### src/hdl/rtwde_pkg.sv
`default_nettype none
// ----------------------------------------------------------------------------
// rtwde_pkg - shared types and helpers of the tag write downlink encoder
// Payload structs, command and phase codes, register map and segment
// length selection used by the front, back and top level.
// ----------------------------------------------------------------------------
package rtwde_pkg;

   localparam int TICK_W       = 10;
   localparam int FRAME_W      = 70;   // opcode, password, lock, data, address
   localparam int BIT_CNT_W    = 7;
   localparam int CSR_INDEX_W  = 3;
   localparam int QUEUE_DEPTH  = 2;

   localparam logic [BIT_CNT_W-1:0] FRAME_BITS_PW   = 7'd70;
   localparam logic [BIT_CNT_W-1:0] FRAME_BITS_NOPW = 7'd38;
   localparam logic [BIT_CNT_W-1:0] RESET_BITS      = 7'd2;
   localparam logic [TICK_W-1:0]    TAIL_ON_TICKS   = 10'd200;
   localparam logic [TICK_W-1:0]    TAIL_GAP_TICKS  = 10'd27;

   // register map
   localparam logic [CSR_INDEX_W-1:0] CSR_ZERO_ON      = 3'd0;
   localparam logic [CSR_INDEX_W-1:0] CSR_ONE_ON       = 3'd1;
   localparam logic [CSR_INDEX_W-1:0] CSR_BIT_GAP      = 3'd2;
   localparam logic [CSR_INDEX_W-1:0] CSR_START_GAP    = 3'd3;
   localparam logic [CSR_INDEX_W-1:0] CSR_CHARGE_WAIT  = 3'd4;
   localparam logic [CSR_INDEX_W-1:0] CSR_PROGRAM_WAIT = 3'd5;

   // command codes on the request word
   localparam logic [1:0] CMD_TICK  = 2'd0;
   localparam logic [1:0] CMD_WRITE = 2'd1;
   localparam logic [1:0] CMD_TAIL  = 2'd2;
   localparam logic [1:0] CMD_OFF   = 2'd3;

   typedef struct packed {
      logic [1:0]  cmd;
      logic        page_sel;
      logic [2:0]  block_addr;
      logic        lock_flag;
      logic [31:0] block_word;
      logic        use_password;
      logic [31:0] password_word;
   } req_type;

   typedef struct packed {
      logic field_on;
      logic busy_res;
      logic done_res;
      logic rejected;
   } rsp_type;

   typedef struct packed {
      logic [TICK_W-1:0] zero_on_ticks;
      logic [TICK_W-1:0] one_on_ticks;
      logic [TICK_W-1:0] bit_gap_ticks;
      logic [TICK_W-1:0] start_gap_ticks;
      logic [TICK_W-1:0] charge_wait_ticks;
      logic [TICK_W-1:0] program_wait_ticks;
   } cfg_type;

   typedef enum logic [1:0] {
      KIND_TICK  = 2'd0,
      KIND_WRITE = 2'd1,
      KIND_TAIL  = 2'd2,
      KIND_OFF   = 2'd3
   } kind_type;

   // classified word as it sits in the queue; frame is left-justified
   typedef struct packed {
      kind_type             kind;
      logic                 use_pw;
      logic [FRAME_W-1:0]   frame;
   } q_item_type;

   typedef enum logic [11:0] {
      PH_IDLE   = 12'b0000_0000_0001,
      PH_CHARGE = 12'b0000_0000_0010,
      PH_SGAP   = 12'b0000_0000_0100,
      PH_BON    = 12'b0000_0000_1000,
      PH_BGAP   = 12'b0000_0001_0000,
      PH_PROG   = 12'b0000_0010_0000,
      PH_WAIT2  = 12'b0000_0100_0000,
      PH_RGAP   = 12'b0000_1000_0000,
      PH_RON    = 12'b0001_0000_0000,
      PH_RBGAP  = 12'b0010_0000_0000,
      PH_TON    = 12'b0100_0000_0000,
      PH_TGAP   = 12'b1000_0000_0000
   } phase_type;

   // tick count of a segment; zero counts as one tick
   function automatic logic [TICK_W-1:0] seg_len(phase_type ph, logic one_bit, cfg_type cfg);
      logic [TICK_W-1:0] n;
      unique case (ph) inside
         PH_CHARGE, PH_WAIT2: n = cfg.charge_wait_ticks;
         PH_SGAP, PH_RGAP:    n = cfg.start_gap_ticks;
         PH_BON, PH_RON:      n = one_bit ? cfg.one_on_ticks : cfg.zero_on_ticks;
         PH_BGAP, PH_RBGAP:   n = cfg.bit_gap_ticks;
         PH_PROG:             n = cfg.program_wait_ticks;
         PH_TON:              n = TAIL_ON_TICKS;
         PH_TGAP:             n = TAIL_GAP_TICKS;
         default:             n = TICK_W'(1);
      endcase
      return (n == '0) ? TICK_W'(1) : n;
   endfunction

   function automatic logic phase_level(phase_type ph);
      logic lvl;
      unique case (ph) inside
         PH_SGAP, PH_BGAP, PH_RGAP, PH_RBGAP, PH_TGAP: lvl = 1'b0;
         default:                                     lvl = 1'b1;
      endcase
      return lvl;
   endfunction

endpackage
`default_nettype wire

### src/hdl/rtwde_front.sv
`default_nettype none
// ----------------------------------------------------------------------------
// rtwde_front - request intake and classification
// Decodes each request word, packs the downlink frame bits and holds the
// result in a short queue for the sequencer.
// ----------------------------------------------------------------------------
module rtwde_front #(
   parameter int QUEUE_DEPTH = rtwde_pkg::QUEUE_DEPTH
) (
   input  wire                          clock,
   input  wire                          reset,
   input  wire                          req_valid,
   output logic                         req_stall,
   input  wire rtwde_pkg::req_type      req_data,
   output logic                         q_valid,
   output rtwde_pkg::q_item_type        q_item,
   input  wire                          q_pop
);

   localparam int PTR_W = (QUEUE_DEPTH > 1) ? $clog2(QUEUE_DEPTH) : 1;
   localparam int CNT_W = $clog2(QUEUE_DEPTH + 1);
   localparam logic [PTR_W-1:0] LAST_PTR = PTR_W'(QUEUE_DEPTH - 1);
   localparam logic [CNT_W-1:0] FULL_CNT = CNT_W'(QUEUE_DEPTH);

   rtwde_pkg::q_item_type mem_ff [QUEUE_DEPTH];
   logic [PTR_W-1:0] wr_ptr_ff, wr_ptr_in;
   logic [PTR_W-1:0] rd_ptr_ff, rd_ptr_in;
   logic [CNT_W-1:0] count_ff, count_in;
   rtwde_pkg::q_item_type cls_item;
   logic push;

   // classify the command and pack the frame, opcode bit first
   always_comb begin
      unique case (req_data.cmd)
         rtwde_pkg::CMD_WRITE: cls_item.kind = rtwde_pkg::KIND_WRITE;
         rtwde_pkg::CMD_TAIL:  cls_item.kind = rtwde_pkg::KIND_TAIL;
         rtwde_pkg::CMD_OFF:   cls_item.kind = rtwde_pkg::KIND_OFF;
         default:              cls_item.kind = rtwde_pkg::KIND_TICK;
      endcase
      cls_item.use_pw = req_data.use_password;
      if (req_data.use_password) begin
         cls_item.frame = {1'b1, req_data.page_sel, req_data.password_word,
                           req_data.lock_flag, req_data.block_word, req_data.block_addr};
      end else begin
         cls_item.frame = {1'b1, req_data.page_sel, req_data.lock_flag,
                           req_data.block_word, req_data.block_addr, 32'd0};
      end
   end

   assign req_stall = (count_ff == FULL_CNT);
   assign push      = req_valid && !req_stall;
   assign q_valid   = (count_ff != '0);
   assign q_item    = mem_ff[rd_ptr_ff];

   always_comb begin
      wr_ptr_in = wr_ptr_ff;
      rd_ptr_in = rd_ptr_ff;
      count_in  = count_ff;
      if (push) begin
         wr_ptr_in = (wr_ptr_ff == LAST_PTR) ? '0 : wr_ptr_ff + PTR_W'(1);
      end
      if (q_pop) begin
         rd_ptr_in = (rd_ptr_ff == LAST_PTR) ? '0 : rd_ptr_ff + PTR_W'(1);
      end
      if (push && !q_pop) begin
         count_in = count_ff + CNT_W'(1);
      end else if (!push && q_pop) begin
         count_in = count_ff - CNT_W'(1);
      end
   end

   always_ff @(posedge clock) begin
      if (reset) begin
         wr_ptr_ff <= '0;
         rd_ptr_ff <= '0;
         count_ff  <= '0;
      end else begin
         wr_ptr_ff <= wr_ptr_in;
         rd_ptr_ff <= rd_ptr_in;
         count_ff  <= count_in;
      end
   end

   always_ff @(posedge clock) begin
      if (push) begin
         mem_ff[wr_ptr_ff] <= cls_item;
      end
   end

endmodule
`default_nettype wire

### src/hdl/rtwde_back.sv
`default_nettype none
// ----------------------------------------------------------------------------
// rtwde_back - segment sequencer and response register
// Runs one field clock per queued word: applies the command, counts down
// the current segment, steps the phase and registers the response word.
// ----------------------------------------------------------------------------
module rtwde_back (
   input  wire                          clock,
   input  wire                          reset,
   input  wire rtwde_pkg::cfg_type      cfg,
   input  wire                          q_valid,
   input  wire rtwde_pkg::q_item_type   q_item,
   output logic                         q_pop,
   output logic                         rsp_valid,
   input  wire                          rsp_stall,
   output rtwde_pkg::rsp_type           rsp_data
);

   localparam int TW = rtwde_pkg::TICK_W;
   localparam int BW = rtwde_pkg::BIT_CNT_W;
   localparam int FW = rtwde_pkg::FRAME_W;

   logic                     carrier_ff;
   logic                     running_ff;
   rtwde_pkg::phase_type     phase_ff;
   logic [BW-1:0]            bit_cnt_ff;
   logic [TW-1:0]            tick_ff;
   logic [FW-1:0]            frame_ff;
   logic                     use_pw_ff;
   logic                     is_write_ff;
   logic                     rsp_valid_ff, rsp_valid_in;
   rtwde_pkg::rsp_type       rsp_data_ff, rsp_res;

   // state after the command has been applied
   logic                     c_car, c_run, c_pw, c_wr;
   rtwde_pkg::phase_type     c_ph;
   logic [BW-1:0]            c_bc;
   logic [TW-1:0]            c_tick;
   logic [FW-1:0]            c_frame;
   logic [BW-1:0]            frame_total;

   // state after the field clock has been counted
   rtwde_pkg::rsp_type       step_rsp;
   logic                     s_car, s_run;
   rtwde_pkg::phase_type     s_ph;
   logic [BW-1:0]            s_bc;
   logic [TW-1:0]            s_tick;
   logic [FW-1:0]            s_frame;

   assign q_pop     = q_valid && (!rsp_valid_ff || !rsp_stall);
   assign rsp_valid = rsp_valid_ff;
   assign rsp_data  = rsp_data_ff;

   always_comb begin
      c_car   = carrier_ff;
      c_run   = running_ff;
      c_ph    = phase_ff;
      c_bc    = bit_cnt_ff;
      c_tick  = tick_ff;
      c_frame = frame_ff;
      c_pw    = use_pw_ff;
      c_wr    = is_write_ff;
      rsp_res = '0;

      unique case (q_item.kind) inside
         rtwde_pkg::KIND_OFF: begin
            c_run  = 1'b0;
            c_ph   = rtwde_pkg::PH_IDLE;
            c_tick = '0;
            c_bc   = '0;
            c_car  = 1'b0;
         end
         rtwde_pkg::KIND_WRITE, rtwde_pkg::KIND_TAIL: begin
            if (c_run) begin
               rsp_res.rejected = 1'b1;
            end else begin
               c_car = 1'b1;
               c_run = 1'b1;
               c_bc  = '0;
               if (q_item.kind == rtwde_pkg::KIND_WRITE) begin
                  c_frame = q_item.frame;
                  c_pw    = q_item.use_pw;
                  c_wr    = 1'b1;
                  c_ph    = rtwde_pkg::PH_CHARGE;
               end else begin
                  c_wr    = 1'b0;
                  c_ph    = rtwde_pkg::PH_RGAP;
               end
               c_tick = rtwde_pkg::seg_len(c_ph, 1'b0, cfg);
            end
         end
         default: ;
      endcase
   end

   assign frame_total = c_pw ? rtwde_pkg::FRAME_BITS_PW : rtwde_pkg::FRAME_BITS_NOPW;

   // count down and step to the next segment
   always_comb begin
      s_car    = c_car;
      s_run    = c_run;
      s_ph     = c_ph;
      s_bc     = c_bc;
      s_tick   = c_tick;
      s_frame  = c_frame;
      step_rsp = rsp_res;
      if (c_run) begin
         step_rsp.field_on = rtwde_pkg::phase_level(c_ph);
         step_rsp.busy_res = 1'b1;
         if (c_tick > TW'(1)) begin
            s_tick = c_tick - TW'(1);
         end else begin
            unique case (c_ph)
               rtwde_pkg::PH_CHARGE: begin
                  s_ph = rtwde_pkg::PH_SGAP;
               end
               rtwde_pkg::PH_SGAP: begin
                  s_bc = '0;
                  s_ph = rtwde_pkg::PH_BON;
               end
               rtwde_pkg::PH_BON: begin
                  s_ph = rtwde_pkg::PH_BGAP;
               end
               rtwde_pkg::PH_BGAP: begin
                  s_bc    = c_bc + BW'(1);
                  s_frame = {c_frame[FW-2:0], 1'b0};
                  if (s_bc < frame_total) begin
                     s_ph = rtwde_pkg::PH_BON;
                  end else begin
                     s_ph = rtwde_pkg::PH_PROG;
                  end
               end
               rtwde_pkg::PH_PROG: begin
                  s_ph = rtwde_pkg::PH_WAIT2;
               end
               rtwde_pkg::PH_WAIT2: begin
                  s_bc = '0;
                  s_ph = rtwde_pkg::PH_RGAP;
               end
               rtwde_pkg::PH_RGAP: begin
                  s_bc = '0;
                  s_ph = rtwde_pkg::PH_RON;
               end
               rtwde_pkg::PH_RON: begin
                  s_ph = rtwde_pkg::PH_RBGAP;
               end
               rtwde_pkg::PH_RBGAP: begin
                  s_bc = c_bc + BW'(1);
                  if (s_bc < rtwde_pkg::RESET_BITS) begin
                     s_ph = rtwde_pkg::PH_RON;
                  end else if (c_wr) begin
                     // block write ends with the carrier left on
                     s_run = 1'b0;
                     s_ph  = rtwde_pkg::PH_IDLE;
                     s_bc  = '0;
                     s_car = 1'b1;
                  end else begin
                     s_ph = rtwde_pkg::PH_TON;
                  end
               end
               rtwde_pkg::PH_TON: begin
                  s_ph = rtwde_pkg::PH_TGAP;
               end
               default: begin
                  // end of the tail: carrier off
                  s_run = 1'b0;
                  s_ph  = rtwde_pkg::PH_IDLE;
                  s_bc  = '0;
                  s_car = 1'b0;
               end
            endcase
            if (s_run) begin
               // bit value for an on-window: current frame bit, or reset pattern 1 then 0
               s_tick = rtwde_pkg::seg_len(s_ph,
                           (s_ph == rtwde_pkg::PH_RON) ? (s_bc == '0) : s_frame[FW-1], cfg);
            end else begin
               s_tick = '0;
            end
         end
         step_rsp.done_res = !s_run;
      end else begin
         step_rsp.field_on = c_car;
      end
   end

   assign rsp_valid_in = q_pop || (rsp_valid_ff && rsp_stall);

   always_ff @(posedge clock) begin
      if (reset) begin
         carrier_ff   <= 1'b0;
         running_ff   <= 1'b0;
         phase_ff     <= rtwde_pkg::PH_IDLE;
         bit_cnt_ff   <= '0;
         tick_ff      <= '0;
         is_write_ff  <= 1'b0;
         rsp_valid_ff <= 1'b0;
      end else begin
         rsp_valid_ff <= rsp_valid_in;
         if (q_pop) begin
            carrier_ff  <= s_car;
            running_ff  <= s_run;
            phase_ff    <= s_ph;
            bit_cnt_ff  <= s_bc;
            tick_ff     <= s_tick;
            is_write_ff <= c_wr;
         end
      end
   end

   always_ff @(posedge clock) begin
      if (q_pop) begin
         frame_ff    <= s_frame;
         use_pw_ff   <= c_pw;
         rsp_data_ff <= step_rsp;
      end
   end

endmodule
`default_nettype wire

### src/hdl/rfid_tag_write_downlink_encoder_core.sv
`default_nettype none
// ----------------------------------------------------------------------------
// rfid_tag_write_downlink_encoder_core - LF tag block write envelope encoder
// Turns a stream of field-clock words into the carrier on/off envelope
// that writes one 32-bit block (or sends the final reset tail) to a tag.
// ----------------------------------------------------------------------------
// Usage:
//   Send one request word per field clock on req_*: cmd 0 is a plain tick,
//   1 starts a block write (operands sampled on that word only), 2 starts
//   the final reset tail, 3 drops the carrier and aborts any sequence.
//   Every request word yields exactly one response word on rsp_*: the
//   carrier level for that clock plus busy, done and rejected flags.
//   A start word that arrives while a sequence runs is flagged rejected.
// Path: a request word is written into the queue; the back end pops it when
//   the response register is free or its word is taken, and registers the
//   response word there.
// Throughput: one word per cycle while rsp_stall is low, set by the back-end
//   sequencer; req_stall rises only when the two-entry queue is full.
// Stall: while rsp_stall holds the response word, the sequencer waits and
//   the queue fills; req_stall then holds the sender off.
// Reset: clears queue, sequencer and response register and restores the
//   timing registers to their defaults. csr_* writes take effect at once and
//   belong in idle periods.
// ----------------------------------------------------------------------------
module rfid_tag_write_downlink_encoder_core #(
   parameter int QUEUE_DEPTH = rtwde_pkg::QUEUE_DEPTH
) (
   input  wire                                    clock,
   input  wire                                    reset,
   input  wire                                    req_valid,
   output logic                                   req_stall,
   input  wire rtwde_pkg::req_type                req_data,
   output logic                                   rsp_valid,
   input  wire                                    rsp_stall,
   output rtwde_pkg::rsp_type                     rsp_data,
   input  wire                                    csr_we,
   input  wire  [rtwde_pkg::CSR_INDEX_W-1:0]      csr_index,
   input  wire  [rtwde_pkg::TICK_W-1:0]           csr_wdata
);

   rtwde_pkg::cfg_type     cfg_ff, cfg_in;
   logic                   q_valid;
   logic                   q_pop;
   rtwde_pkg::q_item_type  q_item;

   // timing register file; unknown indexes drop silently
   always_comb begin
      cfg_in = cfg_ff;
      if (csr_we) begin
         case (csr_index)
            rtwde_pkg::CSR_ZERO_ON:      cfg_in.zero_on_ticks      = csr_wdata;
            rtwde_pkg::CSR_ONE_ON:       cfg_in.one_on_ticks       = csr_wdata;
            rtwde_pkg::CSR_BIT_GAP:      cfg_in.bit_gap_ticks      = csr_wdata;
            rtwde_pkg::CSR_START_GAP:    cfg_in.start_gap_ticks    = csr_wdata;
            rtwde_pkg::CSR_CHARGE_WAIT:  cfg_in.charge_wait_ticks  = csr_wdata;
            rtwde_pkg::CSR_PROGRAM_WAIT: cfg_in.program_wait_ticks = csr_wdata;
            default: ;
         endcase
      end
   end

   always_ff @(posedge clock) begin
      if (reset) begin
         cfg_ff.zero_on_ticks      <= 10'd14;
         cfg_ff.one_on_ticks       <= 10'd46;
         cfg_ff.bit_gap_ticks      <= 10'd10;
         cfg_ff.start_gap_ticks    <= 10'd30;
         cfg_ff.charge_wait_ticks  <= 10'd500;
         cfg_ff.program_wait_ticks <= 10'd700;
      end else begin
         cfg_ff <= cfg_in;
      end
   end

   // front: classify and queue request words
   rtwde_front #(
      .QUEUE_DEPTH (QUEUE_DEPTH)
   ) u_front (
      .clock     (clock),
      .reset     (reset),
      .req_valid (req_valid),
      .req_stall (req_stall),
      .req_data  (req_data),
      .q_valid   (q_valid),
      .q_item    (q_item),
      .q_pop     (q_pop)
   );

   // back: segment sequencer, one word per cycle while rsp_stall is low
   rtwde_back u_back (
      .clock     (clock),
      .reset     (reset),
      .cfg       (cfg_ff),
      .q_valid   (q_valid),
      .q_item    (q_item),
      .q_pop     (q_pop),
      .rsp_valid (rsp_valid),
      .rsp_stall (rsp_stall),
      .rsp_data  (rsp_data)
   );

endmodule
`default_nettype wire

### config.mk
export PLATFORM = sky130hd
export DESIGN_NAME = rfid_tag_write_downlink_encoder_core
export DESIGN_NICKNAME = d
export VERILOG_FILES = /design/src/hdl/rtwde_pkg.sv /design/src/hdl/rtwde_front.sv /design/src/hdl/rtwde_back.sv /design/src/hdl/rfid_tag_write_downlink_encoder_core.sv
export SDC_FILE = /design/constraint.sdc
export NUM_CORES = 1
export LEC_CHECK = 0
export ABC_AREA = 1
export BUFFER_PORTS_ARGS = -buffer_cell sky130_fd_sc_hd__clkbuf_2
export CAP_MARGIN = 20
export CORE_MARGIN = 2
export CORE_UTILIZATION = 55
export CTS_CLUSTER_SIZE = 20
export DETAILED_ROUTE_END_ITERATION = 6
export GPL_ROUTABILITY_DRIVEN = 0
export PLACE_DENSITY = 0.73
export REMOVE_ABC_BUFFERS = 1
export SLEW_MARGIN = 10
export SYNTH_ARGS = -nofsm -noshare
export SYNTH_HDL_FRONTEND = slang
export SYNTH_SLANG_ARGS = --single-unit
### constraint.sdc
create_clock -name clock -period 13.1 [get_ports clock]
set_input_delay 0.655 -clock clock [delete_from_list [all_inputs] [get_ports clock]]
set_output_delay 0.655 -clock clock [all_outputs]
set_load 0.005 [all_outputs]
==> flow_metrics.py <==
metrics = {
    "timing": {
        "hold_slack_ps": 343,
        "rsz0062_at_grt": "no",
        "worstMarginPinSlew_ps": 1060,
        "finalSetupViolations": 0,
        "clock_skew_ps": 25.8,
        "fin_ws_ps": 7080,
        "min_period_ps": 6020,
        "slew_violations": 0,
        "fmax_mhz": 166,
        "timing.final.hold_violations": 0,
        "timing.setup.tns_ps": 0,
        "maxSlewHeadroom_pct": 29.0,
        "finalCritPeriodShare_pct": 46.0,
    },
    "synthesis": {
        "ys_warn_count": 0,
        "avgSynthCellArea_um2": 8.59,
        "synthFlopType": "edfxtp_1",
        "synth.distinct_cells": 51,
        "syn-cell-area_mm2": 0.0160,
        "synth_cells": 1863,
        "ys_async_sr_fraction_pct": 0,
        "synth_edf_count": 219,
        "synth-seq-cells": 317,
        "ys_seq_area_share_pct": 53.4,
    },
    "floorplanning": {
        "die_area_mm2": 0.0305,
        "ios": 96,
        "die_h_um": 175,
        "start_util_pct": 55.7,
        "rows": 62,
        "core_mm2": 0.0287,
        "die_x_um": 175,
    },
    "detailed_routing": {
        "dr.pass1.iters": 7,
        "avgRoutedWirePerCell_um": 16.3,
        "routed_wl_um": 37800,
        "remaining_drc_errors": 0,
        "ant_nets": 0,
        "drt-vias-per-instance": 5.66,
        "num_vias": 13200,
        "drt_iter0_drc": 1361,
    },
    "clock_tree": {
        "holdBufCountCts": 0,
        "cts_sinks": 317,
        "h-tree-depth": 2,
        "cts_tree": "yes",
        "clk_latency_ps": 530,
        "post_cts_buffers": 0,
        "clk_pin_slew_ps": 60,
        "cts-resized-gates": 0,
        "cts_max_path_buffers": 3,
        "root_buffer": "clkbuf_16",
        "cts_buffers": 35,
    },
    "setup_path": {
        "cp_data_required_time_ps": 13290,
        "critical_path.cell_chain": "o21ai_0 -> ha_1 -> o21ai_0 -> nand3_1 -> nor3_1 -> nand4_1 -> a31oi_1 -> o21ai_0 -> o21ai_0 -> inv_1 -> ha_1 -> o2111ai_1 -> nor2_2 -> buf_4 -> nand2_4 -> buf_4 -> a31oi_1",
        "criticalPathCategory": "reg -> reg",
        "cp-end-kind": "register",
        "crit_top_cell": "o21ai_0",
        "rrSetupSlack_ps": 7080,
        "max_stage_delay_ps": 800,
        "crit_path_max_fanout": 99,
        "rr_endpoint": "u_back.frame_ff[44]",
        "crit_arrival_ps": 6210,
        "crit_slowest_cell": "buf_4",
        "reg2reg_depth": 17,
        "cp-start-kind": "register",
    },
    "placed_design": {
        "dpl.hpwl_um": 24100,
        "dp_slack_ps": 7230,
        "port_buffers": 95,
    },
    "min_path": {
        "min_to": "u_front.mem_ff[1][71]",
        "holdCritPathClass": "in -> reg",
        "hp-start": "req_data[71]",
        "whs_path_depth": 1,
    },
    "cells_and_area": {
        "syn_to_final_growth_pct": 11.4,
        "layout-drive-gt1-share_pct": 13.1,
        "nNetsFinal": 2017,
        "seqCellArea_mm2": 0.00854,
        "multi_input_area_mm2": 0.00623,
        "antenna_cells": 0,
        "num-fill-cells": 2439,
    },
    "pwr": {
        "ir_drop_uv": 113,
        "leakage_uw": 0.00784,
        "power_density_mw_per_mm2": 231,
    },
    "run": {
        "max_cap_viol_count": 0,
    },
    "global_routing": {
        "track_usage_pct": 24.9,
        "overflow": 0,
        "grt_start_max_net_pins": 100,
        "antenna_found_initial": 0,
        "grt_pass1_wl_um": 62200,
        "first_global_vias": 12600,
    },
    "status": {
        "status": "complete, no violations",
    },
}
routing by layer:
metal / routed length, um / global-route usage (%) / up-vias / part of all wire [%]
li1: - / - / 6415 / -
met1: 16800 / 33.9 / 6151 / 44
met3: 2360 / 3.50 / 77 / 6.2
met4: 888 / 7.78 / 0 / 2.3
met5: 0 / 0 / - / 0
met2: 17800 / 41.4 / 517 / 47
power by group:
group          internal, uW  switching (uW)
clock network           568             389
registers              1410             113
logic                   502            1130
total                  2480            1640
placed cells by master (no fill, tap or decap), types with 20 or more instances in the layout:
master     instances
nand2_1          479
inv_1            206
edfxtp_1         219
o21ai_0           84
o211ai_1          97
a31oi_1           70
a21oi_1           73
clkbuf_16         36
nand3_1           76
mux2_2            30
nor2_1           183
clkbuf_2          94
dfxtp_1           97
nand2_2           20
layout make-up:
class                           count  area share (%)
Clock buffer                       53            5.58
Clock inverter                     10           0.681
Inverter                          225            4.75
Multi-Input combinational cell   1228            35.0
Sequential cell                   317            47.9
Tap cell                          384            2.70
Timing Repair Buffer              110            3.41
flip-flops by register name, summed over array words and instances, names as in the netlist, named ones only:
name	flops
u_back.frame_ff	70
u_back.tick_ff	10
cfg_ff	60
u_back.is_write_ff	1
u_back.rsp_valid	1
u_back.rsp_data	4
u_back.phase_ff	12
u_back.use_pw_ff	1
u_front.count_ff	2
u_back.carrier_ff	1
u_back.bit_cnt_ff	7
u_front.wr_ptr_ff	1
u_front.mem_ff	144
u_front.rd_ptr_ff	1
u_back.running_ff	1
critical path, delay by kind of cell (launching register included):
family                   cells  cell delay [ps]
AO/OA/AOI/OAI                7             2090
buffers and inverters        3             1230
AND/OR/NAND/NOR              5              800
flip-flops                   1              770
adder cells (fa/ha/maj)      2              770
worst max-delay path by stage:
stage / startpoint / to / slack [ps] / cells after the start
2_1_floorplan: register / u_back.tick_ff[0] / 4000 / 23
3_5_place_dp: register / u_back.frame_ff[44] / 7230 / 17
6_report: register / u_back.frame_ff[44] / 7080 / 17
4_1_cts: register / u_back.frame_ff[44] / 7240 / 17
5_1_grt: register / u_back.frame_ff[44] / 6580 / 19
3_3_place_gp: register / u_back.frame_ff[41] / 7570 / 19
stage by stage:
step / area, um2 / std cells / power [uW] / utilization [%]
after floorplan: 15600 / 1770 / 2700 / -
final: 17800 / 2327 / 4120 / 62.1
after global routing: 17800 / 2327 / 4390 / 62.1
after detailed placement: 16700 / 2263 / 3140 / 58.1
after CTS: 17800 / 2326 / 4100 / 62.0
after global placement: 16700 / 2263 / 3100 / 58.1
cell usage after synthesis (10+ instances only):
library cell    n  area (um2)
nand2_1       481        1810
edfxtp_1      219        6580
inv_1         207         777
nor2_1        185         694
dfxtp_1        98        1960
o211ai_1       97         728
o21ai_0        85         425
clkbuf_1       76         285
nand3_1        76         380
a21oi_1        73         365
a31oi_1        70         438
mux2_2         30         338
nand2_2        19         119
nand3b_1       11        82.6
nor3_1         11        55.1
ha_1           10         125
nand4_1        10        62.6
cells by family (layout without fill, tap and decap cells):
family                   Yosys count  count (layout)  synth area share [%]
AO/OA/AOI/OAI                    363             363                  14.0
XOR/XNOR                           3               3                 0.164
adder cells (fa/ha/maj)           10              10                 0.782
buffers and inverters            318             398                  7.85
flip-flops                       317             317                  53.4
multiplexers                      31              31                  2.17
AND/OR/NAND/NOR                  821             821                  21.6
Note: power is estimated with default switching activity, not from simulation.
